`src/hdl/cpm_pkg.sv`:
```
// Shared types, widths and arithmetic helpers for the complex polynomial map core.
package cpm_pkg;

    // Pipeline depth follows the polynomial degree; five coefficient registers exist.
    localparam int DEGREE_DEF = 6;
    localparam int NUM_COEF   = 5;

    localparam int FRAC_W  = 14;
    localparam int Z_W     = 16;                 // input coordinate, Q1.14
    localparam int COEF_W  = 16;                 // one coefficient part, Q1.14
    localparam int ACC_W   = 31;                 // accumulator, saturates to 31 bits
    localparam int ADD_W   = 21;                 // k*c for k up to 9, plus sign
    localparam int PROD_W  = ACC_W + Z_W;        // one partial product
    localparam int SUM_W   = PROD_W + 1;         // sum of two partial products
    localparam int WIDE_W  = SUM_W - FRAC_W;     // after the shift, before saturation
    localparam int OUT_W   = 17;
    localparam int REG_W   = 32;
    localparam int PADDR_W = $clog2(NUM_COEF * 4);
    localparam int IDX_W   = PADDR_W - 2;

    localparam logic signed [ADD_W-1:0]  ONE_Q14 = ADD_W'(16384);
    localparam logic signed [WIDE_W-1:0] ACC_MAX = WIDE_W'(1073741823);
    localparam logic signed [WIDE_W-1:0] ACC_MIN = -WIDE_W'(1073741824);

    typedef logic signed [ACC_W-1:0] t_acc;
    typedef logic signed [Z_W-1:0]   t_z;

    // One item as it moves between pipeline sections.
    typedef struct packed {
        logic vld;
        t_z   zr;
        t_z   zi;
        t_acc pr;
        t_acc pi;
        t_acc dr;
        t_acc di;
    } t_stage;

    function automatic t_acc sat_acc(input logic signed [WIDE_W-1:0] v);
        t_acc res;
        if (v > ACC_MAX) begin
            res = ACC_MAX[ACC_W-1:0];
        end else if (v < ACC_MIN) begin
            res = ACC_MIN[ACC_W-1:0];
        end else begin
            res = v[ACC_W-1:0];
        end
        return res;
    endfunction

    // Combine two partial products, floor-shift by the fraction width, saturate.
    function automatic t_acc prod_fin(input logic signed [PROD_W-1:0] a,
                                      input logic signed [PROD_W-1:0] b,
                                      input logic                     sub);
        logic signed [SUM_W-1:0] s;
        logic signed [SUM_W-1:0] sh;
        if (sub) begin
            s = SUM_W'(a) - SUM_W'(b);
        end else begin
            s = SUM_W'(a) + SUM_W'(b);
        end
        sh = s >>> FRAC_W;
        return sat_acc(sh[WIDE_W-1:0]);
    endfunction

endpackage

```
`src/hdl/cpm_out.sv`:
```
// Output section: map saturation and squared modulus of the derivative.
module cpm_out (
    input  logic                                i_clk,
    input  logic                                i_rst_n,
    input  cpm_pkg::t_stage                     i_st,
    output logic                                o_valid,
    output logic signed [cpm_pkg::OUT_W-1:0]    o_map_real,
    output logic signed [cpm_pkg::OUT_W-1:0]    o_map_imag,
    output logic        [cpm_pkg::OUT_W-1:0]    o_deriv_mod_sq
);
    import cpm_pkg::*;

    localparam int   SQ_W   = 2 * Z_W - 1;             // square of |v| < 2^15
    localparam int   SQS_W  = SQ_W - FRAC_W;
    localparam t_acc SQ_LIM = t_acc'(32767);
    localparam t_acc MAP_LIM = t_acc'(32768);
    localparam logic [OUT_W-1:0] DMOD_MAX = OUT_W'(65536);

    logic signed [Z_W-1:0]      w_dr16, w_di16;
    logic signed [2*Z_W-1:0]    w_sqr, w_sqi;
    logic                       w_big;
    logic signed [OUT_W-1:0]    w_mr, w_mi;

    logic                       r1_vld;
    logic                       r1_big;
    logic        [SQ_W-1:0]     r1_sqr, r1_sqi;
    logic signed [OUT_W-1:0]    r1_mr, r1_mi;
    logic        [OUT_W-1:0]    w_sum;

    logic                       r2_vld;
    logic signed [OUT_W-1:0]    r2_mr, r2_mi;
    logic        [OUT_W-1:0]    r2_dm;

    // beyond +-32767 a square alone already reaches the ceiling
    assign w_big = (i_st.dr > SQ_LIM) || (i_st.dr < -SQ_LIM) ||
                   (i_st.di > SQ_LIM) || (i_st.di < -SQ_LIM);
    assign w_dr16 = i_st.dr[Z_W-1:0];
    assign w_di16 = i_st.di[Z_W-1:0];
    assign w_sqr  = (2*Z_W)'(w_dr16) * (2*Z_W)'(w_dr16);
    assign w_sqi  = (2*Z_W)'(w_di16) * (2*Z_W)'(w_di16);

    always_comb begin
        if (i_st.pr > MAP_LIM) begin
            w_mr = MAP_LIM[OUT_W-1:0];
        end else if (i_st.pr < -MAP_LIM) begin
            w_mr = -MAP_LIM[OUT_W-1:0];
        end else begin
            w_mr = i_st.pr[OUT_W-1:0];
        end
        if (i_st.pi > MAP_LIM) begin
            w_mi = MAP_LIM[OUT_W-1:0];
        end else if (i_st.pi < -MAP_LIM) begin
            w_mi = -MAP_LIM[OUT_W-1:0];
        end else begin
            w_mi = i_st.pi[OUT_W-1:0];
        end
    end

    assign w_sum = OUT_W'(r1_sqr[SQ_W-1:FRAC_W]) + OUT_W'(r1_sqi[SQ_W-1:FRAC_W]);

    always_ff @(posedge i_clk) begin
        if (!i_rst_n) begin
            r1_vld <= 1'b0;
            r2_vld <= 1'b0;
        end else begin
            r1_vld <= i_st.vld;
            r2_vld <= r1_vld;
        end
    end

    always_ff @(posedge i_clk) begin
        r1_big <= w_big;
        r1_sqr <= w_sqr[SQ_W-1:0];
        r1_sqi <= w_sqi[SQ_W-1:0];
        r1_mr  <= w_mr;
        r1_mi  <= w_mi;
        r2_mr  <= r1_mr;
        r2_mi  <= r1_mi;
        if (r1_big || (w_sum > DMOD_MAX)) begin
            r2_dm <= DMOD_MAX;
        end else begin
            r2_dm <= w_sum;
        end
    end

    assign o_valid        = r2_vld;
    assign o_map_real     = r2_mr;
    assign o_map_imag     = r2_mi;
    assign o_deriv_mod_sq = r2_dm;

    // each shifted square stays below 2^16, so two of them fit the output word;
    // the SQS_W-bit field itself must not be wider than that word
    if (SQS_W > OUT_W) begin : g_wcheck
        $error("square width exceeds output width");
    end

endmodule
```
`config.mk`:
```
export PLATFORM = sky130hd
export DESIGN_NAME = cpm_out
export DESIGN_NICKNAME = d
export VERILOG_FILES = /design/src/hdl/cpm_pkg.sv /design/src/hdl/cpm_out.sv
export SDC_FILE = /design/constraint.sdc
export NUM_CORES = 1
export LEC_CHECK = 0
export BUFFER_PORTS_ARGS = -buffer_cell sky130_fd_sc_hd__buf_4
export CORE_MARGIN = 3
export CORE_UTILIZATION = 25
export CTS_BUF_LIST = sky130_fd_sc_hd__clkbuf_16
export DETAILED_ROUTE_END_ITERATION = 10
export GPL_TIMING_DRIVEN = 1
export PLACE_DENSITY = 0.44
export SYNTH_ARGS = -nofsm -noshare
export SYNTH_HDL_FRONTEND = slang
export SYNTH_SLANG_ARGS = --single-unit
export TNS_END_PERCENT = 100
```
`constraint.sdc`:
```
create_clock -name i_clk -period 6.8 [get_ports i_clk]
set_clock_uncertainty 0.15 [all_clocks]
set_input_delay 1.02 -clock i_clk [delete_from_list [all_inputs] [get_ports i_clk]]
set_output_delay 1.02 -clock i_clk [all_outputs]
set_load 0.03 [all_outputs]
```
== After elaboration in Yosys (flattened, before gate mapping) ==
Cells that the tools add are included.

* Add/sub/neg operators: 1
* $mul: 2
* Magnitude comparators: 9
* Muxes and demuxes: 2
* Reduce and logical (&&, ||, !) cells: 6

{| class="wikitable"
|+ Operator list
! cell !! count
|-
| $lt A31 B16 Y1 const B || 4
|-
| $gt A31 B16 Y1 const B || 2
|-
| $gt A31 B17 Y1 const B || 2
|-
| $mul A16 B16 Y31 || 2
|-
| $mux W17 || 2
|-
| $add A17 B17 Y17 || 1
|-
| $gt A17 B17 Y1 const B || 1
|-
| $logic_or A1 B1 Y1 || 4
|-
| $reduce_or A2 Y1 || 2
|}

* Register bits after elaboration: 150
* Input port bits: 159
* Output and inout bits: 52
* Word-level logic and storage cells: 32

== Logic depth before layout (Yosys ltp) ==
Gate-level depths: netlist of run 1.

* Depth after elaboration: 4
* Mapped depth: 24
* Mapped depth without buffers: 22

== Worst setup path after synthesis of run 1 ==
Ideal clock, no wire load.

* Path type: input port to flip-flop
* Start point: in i_st[4] in the netlist's numbering
* End point: reg r1_sqi[28]
* Setup time: 0.118 ns
* Arrival: 6.818 ns
* Path slack: -0.286 ns
* Cell stages on the path: 20
* Path buffers: 2
* Path through: clkbuf_1 clkbuf_1 nand2_1 fa_1 inv_1 fa_1 fa_1 fa_1 fa_1 inv_1 fa_1 inv_1 ha_1 and3_1 a221o_1 nor3_2 a211oi_1 or3_4 a221o_1 xor2_1

* Longest elaborated chain between the ends: 1

{| class="wikitable"
|+ RTL lines
! what !! line !! RTL
|-
| start: declaration || cpm_out.sv:5 || <nowiki>input cpm_pkg::t_stage i_st,</nowiki>
|-
| $mul A16 B16 Y31 || cpm_out.sv:40 || <nowiki>assign w_sqi = (2*Z_W)'(w_di16) * (2*Z_W)'(w_di16);</nowiki>
|-
| named net w_sqi[28] || cpm_out.sv:20 || <nowiki>logic signed [2*Z_W-1:0] w_sqr, w_sqi;</nowiki>
|-
| end signal: assignment || cpm_out.sv:74 || <nowiki>r1_sqi <= w_sqi[SQ_W-1:0];</nowiki>
|-
| end: declaration || cpm_out.sv:26 || <nowiki>logic [SQ_W-1:0] r1_sqr, r1_sqi;</nowiki>
|}

The timed path passes the listed nets, and every way through them passes these cells.
A chain may end at the register's enable or synchronous reset.

== Final worst setup path of run 1 ==
* Start point: in i_st[15] in the netlist's numbering
* End point: reg r1_sqi[28]

The elaborated chain is that of the path after synthesis.

==> run metrics, run 1 <==
largest net degree at the start of global routing=18; commonest non-fill, non-tap cell in the layout=inv_1; Max FO, Critical Path=5; GRT overflow=0; CTS Buf Count=17; multiplexer share of the synthesized area=0.1736%; clock latency on the worst-skew pair=around 420 ps; port buffer count=178; clock sinks=122; area post-placement=25290 sq um; Net Count, Synth=3041; xor/xnor share of the synthesized area=3.143%; diode count=0; Bufs on Longest Clock Path=2; worst reg-to-reg path cell count=10; Avg Synthesized Cell Area=9.346 sq um; Hold Fails Final Rpt=0; final setup fails=0; Die ar.=approximately 87000 sq um; Hold Crit Depth=0; setup_tns=0 ps; Slew Limit Fails=0; first-pass GRT wire length=86170 um; hold_buf cts=0; Ports=211; Synth top area share=43.78%; DRC=0; core area=between 80000 and 90000 sq um; proportion of layout cells with a drive suffix above 1=18.93%; post-synthesis adder-cell area fraction=55.10%; slew margin rel.=29.77%; Final period util=a little over nine tenths; ranking of synthesized cells by area=fa_1 44%, inv_1 13%, dfxtp_1 12%; initial antenna violation count=0; main combinational cell family by area after synthesis=adder cells; cells after synthesis=roughly 2200; CP Launch Type=input port; routability cong.=0.8183; Synth Cell Area=20900 sq um; num rows=roughly 110; die height=295.1 um; Worst Tran Pin Value=1033 ps; # Max-Cap Violations=0; FMAX=between 150 and 200 MHz; Final min period=6583 ps; post-synth top area cell=fa_1; Syn-to-layout area delta=24.76%; synth warn=0; final net count=roughly 3400; Simple-Gate Fraction of Synth Area=11.57%; DRT Pass-1 Iters=5; CP Capture Type=flip-flop; Root Driver=clkbuf_16; final non-filler cell total=3712; Vias=15456; Worst-path clk slew=60 ps; total routing usage reported by global routing=about 12%; EDFF count, synth=0; vias per cell=~4.2; FFs w/ async S/R, synth=0%; Final Util=31.60%; design area=roughly 26000 sq um; post-detail-place hpwl=45920 um; initial core utilization=~25%; drt wl/cell=13.77 um; Synth Area in Compound Gates=4.874%; library cells used by synthesis=63; 1st-iter DRT viols=494; CP arrival=6740 ps; sequential share of the synthesized area=11.69%; htree depth=4; most frequent cells in the layout=695 x inv_1, 457 x fa_1, 417 x buf_4, 187 x ha_1, 165 x nand2_1; FF+latch count, synth=122; vias in the first global route=17535; Die Span X=295.1 um; ANT nets after route=0; CP Class=in2reg; Placed Cells=3676; run status=finished, final reports clean; Synth Flop Type=dfxtp_1; worst hold path type=reg2reg; CTS tree=done; critical path data required time=6960 ps; routed wire length=51100 um
## final timing paths
path                            start                           end  slack (ps)
setup reg to reg   r1_sqr[14]$_DFF_P_  o_deriv_mod_sq[8]$_SDFF_PP0_        2760
hold / removal    r1_mi[8]$_SDFF_PP0_         o_map_imag[8]$_DFF_P_         170
setup / recovery             i_st[15]            r1_sqi[28]$_DFF_P_         220
hold reg to reg   r1_mi[8]$_SDFF_PP0_         o_map_imag[8]$_DFF_P_         170
## timing repair
action	CTS	global route
pin swaps	0	9
hold endpoints to repair	0	0
gates resized for setup	1	19
endpoints found under the setup margin	3	8
setup buffers	0	4
## area by class of cell
class,count,area (sq um)
timing repair buffer,423,3251
inverter,699,2629
sequential,122,2442
clock buffer,17,425.4
multi-input combinational,1366,15740
clock inverter,15,242.7
fill,8750,56430
tap,1070,1339
## per-layer routing
metal  wire (um)  vias up  track usage [%]
met3        2292       27            1.893
met1       22990     7779            16.18
met5           0        -                0
met4         412        0            1.611
met2       25400      248            21.99
li1            -     7402                -
## logic make-up after synthesis
logic type	after synthesis
AO/OA/AOI/OAI	145
adder cells (fa/ha/maj)	646
buffers and inverters	748
flip-flops	122
AND/OR/NAND/NOR	497
XOR/XNOR	75
multiplexers	3
## synthesized netlist by cell type (3+ instances only)
master / instances
a21oi_1: 32
o21a_1: 13
or2_2: 9
o2111ai_1: 3
nand3_1: 7
o41ai_1: 3
a21o_1: 15
clkbuf_1: 48
nor2b_1: 35
dfxtp_1: 122
a211oi_1: 11
nand2_1: 165
and3_1: 7
ha_1: 189
a31oi_1: 8
and2_1: 58
xor2_1: 21
o311ai_0: 3
fa_1: 457
nand4_1: 30
a31o_2: 8
xnor2_1: 54
o31ai_1: 3
inv_1: 696
nand2b_1: 11
o21ai_0: 19
nor2_1: 105
nor4_1: 33
nor3_1: 25
## flip-flops by register name, indices dropped and copies added (netlist names)
name            flops
o_deriv_mod_sq     17
o_map_imag         17
o_map_real         17
r1_mi              17
r1_mr              17
r1_sqi             17
r1_sqr             17
o_valid             1
r1_big              1
r1_vld              1
## stage by stage
step | hold slack [ps] | worst slack (ps)
floorplan | 159.6 | 0.8069
detailed placement | 162.1 | -553.0
CTS | 172.3 | 8.605
global placement | 160.0 | -500.5
finish | 172.5 | 217.4
global route | 179.4 | -4.226
## critical path, cell delays in order
cell	delay [ps]
buf_4	130
buf_4	160
and2_4	160
fa_1	590
inv_2	80
buf_4	150
fa_1	530
inv_1	50
fa_1	460
fa_1	520
fa_1	550
inv_1	60
fa_1	530
inv_1	70
ha_4	240
a21o_1	220
o32ai_2	310
a211oi_2	80
or3_4	370
a221o_1	320
xor2_1	140
Power of run 1 is left out: the tool's default activity adds up to more than one toggle a clock period on the data nets, which glitch-free logic cannot reach.
==> run 2: changes to the inputs <==
==> constraint.sdc (replaced) <==
create_clock -name i_clk -period 5.92 [get_ports i_clk]
set_clock_uncertainty 0.15 [all_clocks]
set_input_delay 0.888 -clock i_clk [delete_from_list [all_inputs] [get_ports i_clk]]
set_output_delay 0.888 -clock i_clk [all_outputs]
set_load 0.03 [all_outputs]
==> run 2 against run 1 <==
Highest routed layer unchanged; die area did not move; critical path type unchanged; first-iteration DRC count decreased by 16%; the flow now finishes with violations (setup timing); cell area grew 6.9%.
==> run metrics, run 2 (synthesis gave the netlist of run 1 again) <==
run status=complete, but fails checks; violated checks=setup timing; GRT overflow=0 (unchanged); Bufs on Longest Clock Path=2 (unchanged); most frequent cells in the layout=659 x inv_1, 469 x buf_4, 434 x fa_1, 167 x ha_1, 146 x nand2_1; CP arrival=6430 ps (-310 ps); design area=27880 sq um (+6.9%); Ports=211 (unchanged); unrepaired setup endpoints after global routing=yes; initial antenna violation count=1 (+1); Vias=15867 (+2.7%); reg2reg setup slack=2520 ps (-240 ps); commonest non-fill, non-tap cell in the layout=inv_1; CP Class=in2reg; hold_buf cts=0 (unchanged); ANT nets after route=0 (unchanged); Slew Limit Fails=0 (unchanged); Worst-path clk slew=60 ps (about the same); FMAX=about 160 MHz; clock sinks=122 (unchanged); critical path data required time=6080 ps (-880 ps); met1 Resource Use GR=16.34% (+0.16 points); crit-path cells=buf_12, clkinvlp_4, buf_6, nor2_4, xnor2_1, ha_2, inv_2, fa_1, inv_2, fa_1, fa_1, fa_1, inv_2, fa_1, inv_2, ha_4, and3_4, a221o_1, nor3_4, a211oi_4, or3_4, a221o_1, xor2_1; initial core utilization=25.33% (unchanged); Setup WS post-layout=-357.2 ps (-574.6 ps); post-detail-place hpwl=47240 um (+2.9%); drt wl/cell=13.91 um (+1.1%); 1st-iter DRT viols=417 (-16%); grt met3 use=1.931% (+0.038 points); Worst Tran Pin Value=962.0 ps (-71.01 ps); worst hold path type=reg2reg; CP Launch Type=input port; vias per cell=4.162 (about the same); num rows=105 (unchanged); CTS tree=done; CP Capture Type=flip-flop; core area=82500 sq um (unchanged); final net count=3534 (+2.9%); routability cong.=0.8377 (+2.4%); Critical Path Most Common Cell=fa_1; diode count=0 (unchanged); Top Usage Layer GRT=met2; CTS Buf Count=17 (unchanged); htree depth=4 (unchanged); Syn-to-layout area delta=33.39%; vias in the first global route=17782 (+1.4%); Hold Fails Final Rpt=0 (unchanged); GR Util met2=22.63% (+0.65 points); slew margin rel.=35.63% (+5.9 points); clock latency on the worst-skew pair=420 ps (about the same); proportion of layout cells with a drive suffix above 1=28.05% (+9.1 points); Max FO, Critical Path=4 (-1); total routing usage reported by global routing=12.63% (+0.30 points); Final period util=106.0%; slowest cell on the critical path=fa_1; Final min period=6277 ps; first-pass GRT wire length=87530 um (+1.6%); area post-placement=26250 sq um (+3.8%); DRT Pass-1 Iters=5 (unchanged); final setup fails=10 (+10); Root Driver=clkbuf_16; routed wire length=53040 um (+3.8%); slowest cell delay on critical path=540 ps (-50 ps); port buffer count=178 (unchanged); largest net degree at the start of global routing=18 (unchanged); Die ar.=87100 sq um (unchanged); Die Span X=295.1 um (unchanged); die height=295.1 um (unchanged); # Max-Cap Violations=0 (unchanged); DRC=0 (unchanged)
-- run 2: timing repair --
item,CTS,global route
setup buffers,8,19
endpoints found under the setup margin,18,28
resized for setup,55,134
pin swaps,36,95
-- run 2: path summary, 6_finish.rpt --
path                              from                       endpoint  depth (start not counted)
setup / recovery              i_st[15]             r1_sqi[28]$_DFF_P_                         23
hold reg to reg   r1_mr[10]$_SDFF_PP0_         o_map_real[10]$_DFF_P_                          0
hold / removal    r1_mr[10]$_SDFF_PP0_         o_map_real[10]$_DFF_P_                          0
setup reg to reg    r1_sqi[14]$_DFF_P_  o_deriv_mod_sq[10]$_SDFF_PP0_                         11
-- run 2: layout make-up --
type                            instances  area [sq um]
Clock buffer                           17         425.4
Clock inverter                         15         246.5
Fill cell                            8529         54630
Inverter                              699          2655
Multi-Input combinational cell       1366         16540
Sequential cell                       122          2442
Tap cell                             1070          1339
Timing Repair Buffer                  523          4227
-- run 2: through the flow --
step | instances | TNS, ps | utilization (%) | hold slack (ps) | worst slack (ps)
2_1_floorplan | 2236 | -2166 | - | 159.6 | -447.6
5_1_grt | 3812 | -3922 | 33.79 | 177.6 | -463.3
6_report | 3812 | -1453 | 33.79 | 170.7 | -357.2
3_3_place_gp | 3754 | -14470 | 31.81 | 160.1 | -825.4
4_1_cts | 3794 | -1158 | 32.98 | 170.5 | -279.1
3_5_place_dp | 3754 | -15130 | 31.81 | 162.1 | -839.3
-- run 2: metal layers --
metal	vias to the layer above	wire, um
met3	34	2433
met2	257	26480
met1	7961	23520
met5	-	0
met4	0	607
li1	7615	-
-- run 2: worst max-delay path, delay by kind of cell --
kind | cells | cell delay (ps)
buf+inv | 7 | 550
xor+xnor | 2 | 210
fa+ha+maj | 7 | 3070
simple gates | 4 | 860
compound gates | 3 | 850
Power of run 2 is left out for the same reason.
==> run 3: changes to the inputs <==
--- a/config.mk
+++ b/config.mk
@@ -7,11 +7,11 @@
 export LEC_CHECK = 0
 export BUFFER_PORTS_ARGS = -buffer_cell sky130_fd_sc_hd__buf_4
 export CORE_MARGIN = 3
-export CORE_UTILIZATION = 25
+export CORE_UTILIZATION = 56
 export CTS_BUF_LIST = sky130_fd_sc_hd__clkbuf_16
 export DETAILED_ROUTE_END_ITERATION = 10
 export GPL_TIMING_DRIVEN = 1
-export PLACE_DENSITY = 0.44
+export PLACE_DENSITY = 0.81
 export SYNTH_ARGS = -nofsm -noshare
 export SYNTH_HDL_FRONTEND = slang
 export SYNTH_SLANG_ARGS = --single-unit
==> run 3 against run 2 <==
The flow still finishes with violations (setup timing); setup slack barely moved; first-iteration DRC count rose by 120%; wire length rose by 1.7%; worst hold slack improved by 4.5 ps; die area fell by 54%; cell area fell by 3.2%; largest cell class unchanged.
==> run metrics, run 3 (synthesis gave the netlist of run 1 again) <==
run status=complete, but fails checks; violated checks=setup timing; Slew Limit Fails=0 (unchanged); num rows=70 (-33%); CP Launch Type=input port; post-detail-place hpwl=43620 um (-7.7%); Bufs on Longest Clock Path=2 (unchanged); diode count=0 (unchanged); CP top delay family=adder cells; Placed Cells=3135 (-16%); die height=199.2 um (-33%); initial antenna violation count=0 (-1); Die Span X=199.2 um (-33%); worst hold path type=reg2reg; DRC=0 (unchanged); # Max-Cap Violations=0 (unchanged); CP Capture Type=flip-flop; Root Driver=clkbuf_16; final setup fails=11 (+1); Final period util=106.0% (about the same); total routing usage reported by global routing=27.14% (+15 points); Vias=16771 (+5.7%); Final min period=6277 ps (-0.1190 ps); port buffer count=178 (unchanged); fillers=2433 (-71%); routability cong.=0.9685 (+16%); 1st-iter DRT viols=915 (+120%); Max FO, Critical Path=5 (+1); Ports=211 (unchanged); ANT nets after route=0 (unchanged); first-pass GRT wire length=85720 um (-2.1%); routed wire length=53950 um (+1.7%); GRT overflow=0 (unchanged); Hold Slack=175.3 ps (+4.545 ps); initial core utilization=56.95% (+32 points); most frequent cells in the layout=652 x inv_1, 454 x buf_4, 432 x fa_1, 167 x ha_1, 141 x nand2_1; CP Class=in2reg; CTS Buf Count=17 (unchanged); vias per cell=5.247 (+26%); final net count=3520 (-0.40%); Hold Fails Final Rpt=0 (unchanged); crit path buf inv count=7 (unchanged); Syn-to-layout area delta=29.09%; vias in the first global route=18834 (+5.9%); clock sinks=122 (unchanged); reg2reg setup slack=2150 ps (-370 ps); crit-path cells=buf_8, clkinvlp_4, nor2_4, fa_1, inv_2, buf_4, fa_1, inv_2, fa_1, fa_1, fa_1, inv_1, fa_1, inv_1, ha_1, a22oi_2, nand3_2, or3_4, a221o_1, xor2_1; drt wl/cell=16.88 um (+21%); Setup WS post-layout=-357.1 ps (+0.1190 ps); Worst Tran Pin Value=1023 ps (+61.39 ps); slowest cell on the critical path=fa_1; final non-filler cell total=3196 (-16%); slew margin rel.=30.42% (-5.2 points); CTS tree=done; DRT Pass-1 Iters=6 (+1); slowest cell delay on critical path=600 ps (+60 ps); proportion of layout cells with a drive suffix above 1=28.34% (+0.29 points); commonest non-fill, non-tap cell in the layout=inv_1; Worst-path clk slew=60 ps (about the same); CP arrival=6450 ps (+20 ps); unrepaired setup endpoints after global routing=yes; Die ar.=39670 sq um (-54%); FMAX=159.3 MHz (about the same); critical path data required time=6090 ps (about the same); largest net degree at the start of global routing=18 (unchanged); core area=36700 sq um (-56%); Critical Path Most Common Cell=fa_1; hold_buf cts=0 (unchanged); htree depth=4 (unchanged); clock latency on the worst-skew pair=430 ps (about the same)
run 3: cell types whose count changed in the layout (fill, tap and decap cells not counted), moves of 4 or more:
| cell | change |
|---|---|
| buf_4 | -15 |
| inv_2 | +8 |
| inv_1 | -7 |
| a21oi_1 | -5 |
| a21oi_2 | +5 |
| buf_6 | -5 |
| nand2_1 | -5 |
| nand2_2 | +5 |
| bufinv_16 | -4 |
| clkinvlp_4 | +4 |
run 3: metrics by stage:
stage / setup WS (ps) / setup TNS, ps / util, % / cell area [sq um]
2_1_floorplan: -447.6 / -2166 / - / 21640
3_3_place_gp: -717.0 / -10320 / 69.19 / 25390
4_1_cts: -322.4 / -1520 / 71.69 / 26310
6_report: -357.1 / -2189 / 73.51 / 26980
3_5_place_dp: -822.2 / -13320 / 69.19 / 25390
5_1_grt: -528.9 / -4966 / 73.51 / 26980
run 3: final timing paths:
check,end,cells after the start,start
hold reg to reg,o_map_real[5]$_DFF_P_,0,r1_mr[5]$_SDFF_PP0_
setup / recovery,r1_sqi[28]$_DFF_P_,20,i_st[15]
setup reg to reg,o_deriv_mod_sq[8]$_SDFF_PP0_,10,r1_sqr[14]$_DFF_P_
hold / removal,o_map_real[5]$_DFF_P_,0,r1_mr[5]$_SDFF_PP0_
run 3: repair_timing:
action                                  4_1_cts  5_1_grt
gates resized for setup                      67      139
setup buffers                                13       23
endpoints found under the setup margin       17       27
pin swaps                                    40       80
cloned                                        0        1
run 3: per-layer routing:
| layer | GRT usage, % | routed length, um |
|---|---|---|
| met5 | 0 | 0 |
| met4 | 7.887 | 1858 |
| met3 | 4.047 | 3472 |
| met2 | 50.92 | 28930 |
| met1 | 32.34 | 19700 |
run 3: final cells by class:
| class | instances | area (sq um) | share of cell area [%] |
|---|---|---|---|
| sequential | 122 | 2442 | 9.053 |
| tap | 468 | 585.6 | 2.171 |
| clock buffer | 17 | 425.4 | 1.577 |
| clock inverter | 15 | 168.9 | 0.6261 |
| multi-input combinational | 1366 | 16530 | 61.27 |
| timing repair buffer | 509 | 4173 | 15.47 |
| inverter | 699 | 2653 | 9.833 |
run 3: worst register-to-register path, cell delays in order, from the launching register on:
cell and delay, ps:
dfxtp_1 300, ha_1 230, inv_1 80, fa_1 200, nand2b_1 150, a21oi_1 130, o311ai_0 650, a31oi_1 270
a31oi_1 280, mux2i_2 880, nor3_1 270
Power of run 3 is left out for the same reason.
